===== src/rtl/joystick_deadzone_normalizer_assert.svh =====
// assertion macros for the joystick dead-zone normaliser
// expects clk and rst_n in the scope of the module that uses them
`ifndef JOYSTICK_DEADZONE_NORMALIZER_ASSERT_SVH
`define JOYSTICK_DEADZONE_NORMALIZER_ASSERT_SVH

// same-cycle implication, held off during reset
`define JDN_ASSERT_IMP(label, ante, cons) \
  label: assert property (@(posedge clk) disable iff (!rst_n) (ante) |-> (cons)) \
    else $error("same-cycle check failed");

// next-cycle implication, held off during reset
`define JDN_ASSERT_NXT(label, ante, cons) \
  label: assert property (@(posedge clk) disable iff (!rst_n) (ante) |=> (cons)) \
    else $error("next-cycle check failed");

`endif


===== src/rtl/jdn_pkg.sv =====
// shared types, constants and helpers for the joystick dead-zone normaliser
// no dependencies
package jdn_pkg;

  localparam int SAMPLE_BITS = 12;
  localparam int MAX_BITS    = SAMPLE_BITS + 1;
  localparam int PCT_BITS    = 7;
  localparam int NUM_BITS    = SAMPLE_BITS + PCT_BITS;
  localparam int CNT_BITS    = $clog2(SAMPLE_BITS + 1);
  localparam int CFG_BITS    = 8;

  localparam logic [CFG_BITS-1:0] DZ_DIV_RESET = 8'd20;
  localparam logic [PCT_BITS-1:0] PCT_FULL     = 7'd100;

  typedef logic [SAMPLE_BITS-1:0] sample_t;
  typedef logic [MAX_BITS-1:0]    wide_t;
  typedef logic [NUM_BITS-1:0]    num_t;
  typedef logic signed [7:0]      pct_t;

  typedef struct packed {
    sample_t raw_x;
    sample_t raw_y;
    logic    button_up;
  } in_item_t;

  typedef struct packed {
    pct_t drive_a;
    pct_t drive_b;
    logic brake;
  } out_item_t;

  // divider operation: centre over divisor, or percent with a short quotient
  typedef enum logic {
    DIV_CAL = 1'b0,
    DIV_PCT = 1'b1
  } div_op_t;

  typedef struct packed {
    logic    start;
    div_op_t op;
    num_t    num;
    wide_t   den;
  } div_req_t;

  typedef struct packed {
    logic    busy;
    logic    done;
    sample_t quo;
  } div_rsp_t;

  // constant multiply by one hundred as shifts and adds
  function automatic num_t times100(sample_t v);
    num_t w;
    w = {{PCT_BITS{1'b0}}, v};
    return (w << 6) + (w << 5) + (w << 2);
  endfunction

endpackage


===== src/rtl/joystick_deadzone_normalizer.sv =====
// Joystick dead-zone normaliser. The first transaction after reset calibrates the
// block and gives no result: each sample becomes its axis centre, the axis maximum
// twice the centre, and the dead-zone half width centre / dz_div_r (0 acts as 1).
// Every later transaction raises an exceeded maximum and gives one result with each
// axis in -100..100 and brake = !button_up. All division runs on one shared restoring
// divider at one quotient bit per cycle, axis by axis; an axis in the dead zone or on
// a flat span skips the divider, and a new transaction is taken only once the last one
// has left the sequencer. A finished result waits in the output register while the
// next transaction is taken; a result still held there when the next one is ready
// holds that one in S_OUT until out_ready.
// Depends on jdn_pkg, jdn_div and joystick_deadzone_normalizer_assert.svh.
`include "joystick_deadzone_normalizer_assert.svh"

module joystick_deadzone_normalizer (
  input  logic                       clk,
  input  logic                       rst_n,
  input  logic                       in_valid,
  output logic                       in_ready,
  input  jdn_pkg::in_item_t          in_data,
  output logic                       out_valid,
  input  logic                       out_ready,
  output jdn_pkg::out_item_t         out_data,
  input  logic                       cfg_we,
  input  logic [jdn_pkg::CFG_BITS-1:0] cfg_wdata
);
  import jdn_pkg::*;

  typedef enum logic [4:0] {
    S_IDLE  = 5'b00001,
    S_SETUP = 5'b00010,
    S_DIV   = 5'b00100,
    S_NEXT  = 5'b01000,
    S_OUT   = 5'b10000
  } state_t;

  state_t              state_r, state_nxt;
  logic                axis_r, axis_nxt;
  logic                cal_r, cal_nxt;
  logic [CFG_BITS-1:0] dz_div_r;
  sample_t             centre_r [2];
  sample_t             centre_nxt [2];
  wide_t               max_r [2];
  wide_t               max_nxt [2];
  sample_t             null_r [2];
  sample_t             null_nxt [2];
  sample_t             raw_r [2];
  sample_t             raw_nxt [2];
  pct_t                res_r [2];
  pct_t                res_nxt [2];
  logic                brake_r, brake_nxt;
  logic                out_valid_r, out_valid_nxt;
  out_item_t           out_data_r, out_data_nxt;

  div_req_t            div_req;
  div_rsp_t            div_rsp;

  sample_t             raw, mid, dz, low_edge;
  wide_t               top, high_edge, span, above_diff, cal_den;
  logic                below, above;
  logic [PCT_BITS-1:0] quo7;

  jdn_div u_div (
    .clk   (clk),
    .rst_n (rst_n),
    .req   (div_req),
    .rsp   (div_rsp)
  );

  // dead-zone divisor register
  always_ff @(posedge clk) begin
    if (!rst_n) begin
      dz_div_r <= DZ_DIV_RESET;
    end else if (cfg_we) begin
      dz_div_r <= cfg_wdata;
    end
  end

  // edges and region of the axis being worked on
  always_comb begin
    raw        = raw_r[axis_r];
    mid        = centre_r[axis_r];
    top        = max_r[axis_r];
    dz         = null_r[axis_r];
    low_edge   = mid - dz;
    high_edge  = {1'b0, mid} + {1'b0, dz};
    span       = top - high_edge;
    above_diff = {1'b0, raw} - high_edge;
    below      = raw < low_edge;
    above      = {1'b0, raw} > high_edge;
    cal_den    = (dz_div_r == '0) ? wide_t'(1) : {{(MAX_BITS-CFG_BITS){1'b0}}, dz_div_r};
    quo7       = div_rsp.quo[PCT_BITS-1:0];
  end

  // divider request
  always_comb begin
    div_req.start = (state_r == S_SETUP) &&
                    (!cal_r || below || (above && (span != '0)));
    if (!cal_r) begin
      div_req.op  = DIV_CAL;
      div_req.num = {{PCT_BITS{1'b0}}, raw};
      div_req.den = cal_den;
    end else if (below) begin
      div_req.op  = DIV_PCT;
      div_req.num = times100(raw);
      div_req.den = {1'b0, low_edge};
    end else begin
      div_req.op  = DIV_PCT;
      div_req.num = times100(above_diff[SAMPLE_BITS-1:0]);
      div_req.den = span;
    end
  end

  // sequencer
  always_comb begin
    state_nxt     = state_r;
    axis_nxt      = axis_r;
    cal_nxt       = cal_r;
    centre_nxt    = centre_r;
    max_nxt       = max_r;
    null_nxt      = null_r;
    raw_nxt       = raw_r;
    res_nxt       = res_r;
    brake_nxt     = brake_r;
    out_data_nxt  = out_data_r;
    out_valid_nxt = out_valid_r && !out_ready;
    case (state_r)
      S_IDLE: begin
        if (in_valid) begin
          raw_nxt[0] = in_data.raw_x;
          raw_nxt[1] = in_data.raw_y;
          brake_nxt  = !in_data.button_up;
          axis_nxt   = 1'b0;
          if (!cal_r) begin
            centre_nxt[0] = in_data.raw_x;
            centre_nxt[1] = in_data.raw_y;
            max_nxt[0]    = {in_data.raw_x, 1'b0};
            max_nxt[1]    = {in_data.raw_y, 1'b0};
          end else begin
            // raise an exceeded maximum before mapping
            if ({1'b0, in_data.raw_x} > max_r[0]) begin
              max_nxt[0] = {1'b0, in_data.raw_x};
            end
            if ({1'b0, in_data.raw_y} > max_r[1]) begin
              max_nxt[1] = {1'b0, in_data.raw_y};
            end
          end
          state_nxt = S_SETUP;
        end
      end
      S_SETUP: begin
        if (div_req.start) begin
          state_nxt = S_DIV;
        end else if (above) begin
          res_nxt[axis_r] = {1'b0, PCT_FULL};
          state_nxt       = S_NEXT;
        end else begin
          // inside the dead zone
          res_nxt[axis_r] = '0;
          state_nxt       = S_NEXT;
        end
      end
      S_DIV: begin
        if (div_rsp.done) begin
          if (!cal_r) begin
            null_nxt[axis_r] = div_rsp.quo;
          end else if (below) begin
            res_nxt[axis_r] = {1'b0, quo7} - {1'b0, PCT_FULL};
          end else if (quo7 > PCT_FULL) begin
            res_nxt[axis_r] = {1'b0, PCT_FULL};
          end else begin
            res_nxt[axis_r] = {1'b0, quo7};
          end
          state_nxt = S_NEXT;
        end
      end
      S_NEXT: begin
        if (!axis_r) begin
          axis_nxt  = 1'b1;
          state_nxt = S_SETUP;
        end else if (!cal_r) begin
          cal_nxt   = 1'b1;
          state_nxt = S_IDLE;
        end else begin
          state_nxt = S_OUT;
        end
      end
      S_OUT: begin
        // wait for the output register to free up
        if (!out_valid_r || out_ready) begin
          out_valid_nxt        = 1'b1;
          out_data_nxt.drive_a = res_r[0];
          out_data_nxt.drive_b = res_r[1];
          out_data_nxt.brake   = brake_r;
          state_nxt            = S_IDLE;
        end
      end
      default: begin
        state_nxt = S_IDLE;
      end
    endcase
  end

  always_ff @(posedge clk) begin
    if (!rst_n) begin
      state_r     <= S_IDLE;
      axis_r      <= 1'b0;
      cal_r       <= 1'b0;
      out_valid_r <= 1'b0;
      centre_r    <= '{default: '0};
      max_r       <= '{default: '0};
      null_r      <= '{default: '0};
    end else begin
      state_r     <= state_nxt;
      axis_r      <= axis_nxt;
      cal_r       <= cal_nxt;
      out_valid_r <= out_valid_nxt;
      centre_r    <= centre_nxt;
      max_r       <= max_nxt;
      null_r      <= null_nxt;
    end
  end

  // payload registers
  always_ff @(posedge clk) begin
    raw_r      <= raw_nxt;
    res_r      <= res_nxt;
    brake_r    <= brake_nxt;
    out_data_r <= out_data_nxt;
  end

  assign in_ready  = (state_r == S_IDLE);
  assign out_valid = out_valid_r;
  assign out_data  = out_data_r;

  // checks on the sequencer and stored calibration
  `JDN_ASSERT_IMP(a_ready_div_idle, in_ready, !div_rsp.busy)
  `JDN_ASSERT_IMP(a_done_in_div, div_rsp.done, state_r == S_DIV)
  `JDN_ASSERT_NXT(a_cal_sticky, cal_r, cal_r)
  `JDN_ASSERT_IMP(a_null_in_centre, cal_r, (null_r[0] <= centre_r[0]) && (null_r[1] <= centre_r[1]))
  `JDN_ASSERT_IMP(a_out_after_cal, state_r == S_OUT, cal_r)

endmodule


===== src/rtl/jdn_div.sv =====
// shared restoring divider, one quotient bit per cycle
// depends on jdn_pkg
module jdn_div (
  input  logic             clk,
  input  logic             rst_n,
  input  jdn_pkg::div_req_t req,
  output jdn_pkg::div_rsp_t rsp
);
  import jdn_pkg::*;

  logic                busy_r, busy_nxt;
  logic [CNT_BITS-1:0] cnt_r, cnt_nxt;
  wide_t               rem_r, rem_nxt;
  wide_t               den_r, den_nxt;
  num_t                q_r, q_nxt;
  logic [MAX_BITS:0]   shifted;
  logic [MAX_BITS:0]   trial;

  // one trial subtraction per step
  always_comb begin
    shifted = {rem_r, q_r[NUM_BITS-1]};
    trial   = shifted - {1'b0, den_r};
  end

  // load and step
  always_comb begin
    busy_nxt = busy_r;
    cnt_nxt  = cnt_r;
    rem_nxt  = rem_r;
    den_nxt  = den_r;
    q_nxt    = q_r;
    if (req.start) begin
      busy_nxt = 1'b1;
      den_nxt  = req.den;
      if (req.op == DIV_CAL) begin
        // full-width quotient, remainder starts empty
        rem_nxt = '0;
        q_nxt   = {req.num[SAMPLE_BITS-1:0], {PCT_BITS{1'b0}}};
        cnt_nxt = CNT_BITS'(SAMPLE_BITS);
      end else begin
        // quotient known below 128, so the top bits already sit under the divisor
        rem_nxt = {1'b0, req.num[NUM_BITS-1:PCT_BITS]};
        q_nxt   = {req.num[PCT_BITS-1:0], {SAMPLE_BITS{1'b0}}};
        cnt_nxt = CNT_BITS'(PCT_BITS);
      end
    end else if (busy_r) begin
      if (cnt_r != '0) begin
        if (!trial[MAX_BITS]) begin
          rem_nxt = trial[MAX_BITS-1:0];
          q_nxt   = {q_r[NUM_BITS-2:0], 1'b1};
        end else begin
          rem_nxt = shifted[MAX_BITS-1:0];
          q_nxt   = {q_r[NUM_BITS-2:0], 1'b0};
        end
        cnt_nxt = cnt_r - 1'b1;
      end else begin
        busy_nxt = 1'b0;
      end
    end
  end

  always_ff @(posedge clk) begin
    if (!rst_n) begin
      busy_r <= 1'b0;
      cnt_r  <= '0;
    end else begin
      busy_r <= busy_nxt;
      cnt_r  <= cnt_nxt;
    end
  end

  always_ff @(posedge clk) begin
    rem_r <= rem_nxt;
    den_r <= den_nxt;
    q_r   <= q_nxt;
  end

  // quotient sits in the low bits once the count runs out
  always_comb begin
    rsp.busy = busy_r;
    rsp.done = busy_r && (cnt_r == '0);
    rsp.quo  = q_r[SAMPLE_BITS-1:0];
  end

endmodule


===== config.mk =====
export PLATFORM = sky130hd
export DESIGN_NAME = joystick_deadzone_normalizer
export DESIGN_NICKNAME = d
export VERILOG_FILES = /design/src/rtl/jdn_pkg.sv /design/src/rtl/joystick_deadzone_normalizer.sv /design/src/rtl/jdn_div.sv
export VERILOG_INCLUDE_DIRS = /design/src /design/src/rtl
export SDC_FILE = /design/constraint.sdc
export NUM_CORES = 1
export LEC_CHECK = 0
export BUFFER_PORTS_ARGS = -buffer_cell sky130_fd_sc_hd__buf_2
export CAP_MARGIN = 0
export CORE_MARGIN = 2
export CORE_UTILIZATION = 68
export DETAILED_ROUTE_END_ITERATION = 8
export GPL_ROUTABILITY_DRIVEN = 0
export PLACE_DENSITY = 0.87
export SETUP_SLACK_MARGIN = 0.4
export SYNTH_ARGS = -nofsm -noshare
export SYNTH_HDL_FRONTEND = slang
export SYNTH_SLANG_ARGS = --single-unit

===== constraint.sdc =====
create_clock -name clk -period 21.4 [get_ports clk]
set_input_delay 6.42 -clock clk [delete_from_list [all_inputs] [get_ports clk]]
set_output_delay 6.42 -clock clk [all_outputs]
set_load 0.1 [all_outputs]

==> impl_metrics.tcl <==
set metrics [dict create \
    fp.dieArea_um2 21700 \
    drv_cap 0 \
    synth-edff-count 103 \
    utilization_pct 74.5 \
    r2r_cells 28 \
    wire_per_inst_um 19.1 \
    postCtsResizedCells 0 \
    initial_utilization_pct 69.2 \
    fin_skew_ps 12.5 \
    synth_top_area_share_pct 22.2 \
    gr-usage-all-layers_pct 32.4 \
    wl_um 35100 \
    clkLatencyLatePin_ps 450 \
    vias 11700 \
    post-place-ws_ps 12170 \
    drc 0 \
    setup.worst_path.class "in2reg" \
    slew_headroom_pct 26.9 \
    max-vdd-ir-drop_v 0.0000956 \
    timing.rr.start "axis_r" \
    p_per_area_nw_per_um2 162 \
    clkTransAtPathRegs_ps 80 \
    slew_viol_final 0 \
    crit_required_ps 21740 \
    syn_inst 1532 \
    drt_iter0_drc 973 \
    layout-drive-gt1-share_pct 8.93 \
    stdcell_count 1837 \
    synth_nets 1713 \
    cts_setup_buffers 0 \
    rsz0062_at_grt "no" \
    nets 1735 \
    ff2ff_setup_slack_ps 13690 \
    cts_made_buffers 17 \
    final_area_um2 15000 \
    max_freq_mhz 113 \
    synth_area_um2 14000 \
    finalHoldViolCount 0 \
    p_leak_nw 6.24 \
    portBuffers 56 \
    die_x_um 147 \
    period_needed_ps 8860 \
    die_height_um 147 \
    yosysTopAreaCell "edfxtp_1" \
    yosysMostFrequentCell "nand2_1" \
    clkSinkCount 198 \
    avgSynthCellArea_um2 9.11 \
    fin_ws_ps 12540 \
    finalSetupViolCount 0 \
    ys_types 77 \
    io_pins 57 \
    grt_max_degree 54 \
    hold_path.class "reg2reg" \
    dp.cells 1805 \
    ys.flop_type "edfxtp_1" \
    endpoint_kind "flip-flop" \
    postPlaceCellArea_um2 14400 \
    start_kind "primary input" \
    crit_fanout 23 \
    hpwlAfterDp_um 25800 \
    overflow 0 \
    worstMarginPinSlew_ps 1100 \
    crit-reg2reg-capture "u_div.rem_r[11]" \
    grt_pass1_vias 11200 \
    power_mw 2.43 \
    diodes 0 \
    cts_tree "built" \
    core_um2 20200 \
    first_pass_iters 8 \
    min_to "out_data[0]" \
    synth_area_leaders "edfxtp_1 22%, dfxtp_1 14%, ha_1 11%, nand2_1 5.4%, mux2i_1 4.6%" \
    viasPerCell 6.34 \
    holdWs_ps 453 \
    cts_buffer_depth 2 \
    syn2layout_area_growth_pct 7.65 \
    min_period_over_period_pct 41.4 \
    status "finished clean" \
    root_buffer "clkbuf_16" \
    min_from "brake_r" \
    rows 52 \
    ys_seq_area_share_pct 35.8 \
    cts_hold_buffers 0 \
    synth_warnings 0 \
    antenna_left 0 \
    crit_arrival_ps 9200 \
    antenna_found_initial 0 \
    fin_setup_tns_ps 0 \
    holdPathStages 0 \
    synthTopCellsByCount "200 x nand2_1, 120 x ha_1, 109 x inv_1" \
    ys_ff_latch 198 \
    grt_pass1_wl_um 56100 \
    htreeDepth 4 \
    async_flop_share_pct 0 \
]
## worst max path at each step
stage                      from  cells past startpoint   endpoint
floorplan           in_data[19]                     13  max_r[19]
global placement    in_data[19]                     13  max_r[15]
detailed placement  in_data[19]                     13  max_r[20]
CTS                 in_data[19]                     13  max_r[20]
global route        in_data[19]                     13  max_r[20]
finish              in_data[19]                     13  max_r[20]
## cell type report
class / count / area [µm²]
clock inverters: 15 / 180
flip-flops and latches: 198 / 5000
repair buffers: 67 / 363
fillers: 1418 / 5140
multi-input cells: 1154 / 8290
inverters: 116 / 435
clock buffers: 17 / 425
well taps: 270 / 338
## cell families after synthesis
| group | after synthesis | share of synthesized area, % |
|---|---|---|
| adders and majority gates | 149 | 14.5 |
| and+or+nand+nor | 455 | 15.0 |
| xor gates and xnor gates | 79 | 5.01 |
| buffers and inverters | 180 | 5.06 |
| muxes | 92 | 6.85 |
| AOI/OAI and AO/OA | 379 | 17.8 |
| DFF | 198 | 35.8 |
## layer usage
layer	wire, µm	track usage, %
met5	0	0
met4	1310	12.9
met3	2700	5.31
met2	16600	53.9
met1	14500	42.5
## layout by cell type, fill, tap and decap left out, drive strengths merged, types with 9 or more instances in the layout
cell type,Yosys,layout
o21ai,72,72
nor2b,44,44
clkbuf,50,17
nand2b,13,13
fa,23,23
inv,114,121
o31ai,9,9
edfxtp,103,103
and2,13,13
clkinv,2,10
nor2,93,93
nor3,19,19
xor2,22,22
a21oi,101,101
mux2,28,28
o21a,15,15
a22o,13,13
buf,14,67
nand2,200,200
mux2i,64,64
nor4,12,12
a211oi,51,51
xnor2,57,57
dfxtp,95,95
nand3,19,19
ha,120,120
a21o,24,24
nand4,9,9
a21boi,32,32
## critical path: stages
cell	delay, ps
buf_2	130
ha_1	310
a21o_1	160
a21o_1	180
a21o_1	170
a21o_1	180
a221o_1	290
a21oi_1	160
nor2_1	80
o21ai_0	80
a21o_1	630
a211oi_1	120
a211oi_1	290
## sequential cells by signal, summed over array words and instances, names as in the netlist, named ones only
register and cells:
axis_r 1, brake_r 1, cal_r 1, centre_r 24, dz_div_r 8, max_r 26, null_r 24, out_data 17
out_valid 1, raw_r 24, res_r 10, state_r 5, u_div.busy_r 1, u_div.cnt_r 4, u_div.den_r 13, u_div.q_r 19
u_div.rem_r 13
## power by group
| group | total, mW | internal (mW) | switching [mW] | leakage, nW |
|---|---|---|---|---|
| Combinational | 1.60 | 0.635 | 0.969 | 4.25 |
| Sequential | 0.504 | 0.473 | 0.0313 | 1.70 |
| Clock | 0.326 | 0.159 | 0.167 | 0.293 |
(Power assumes the default switching activity.)
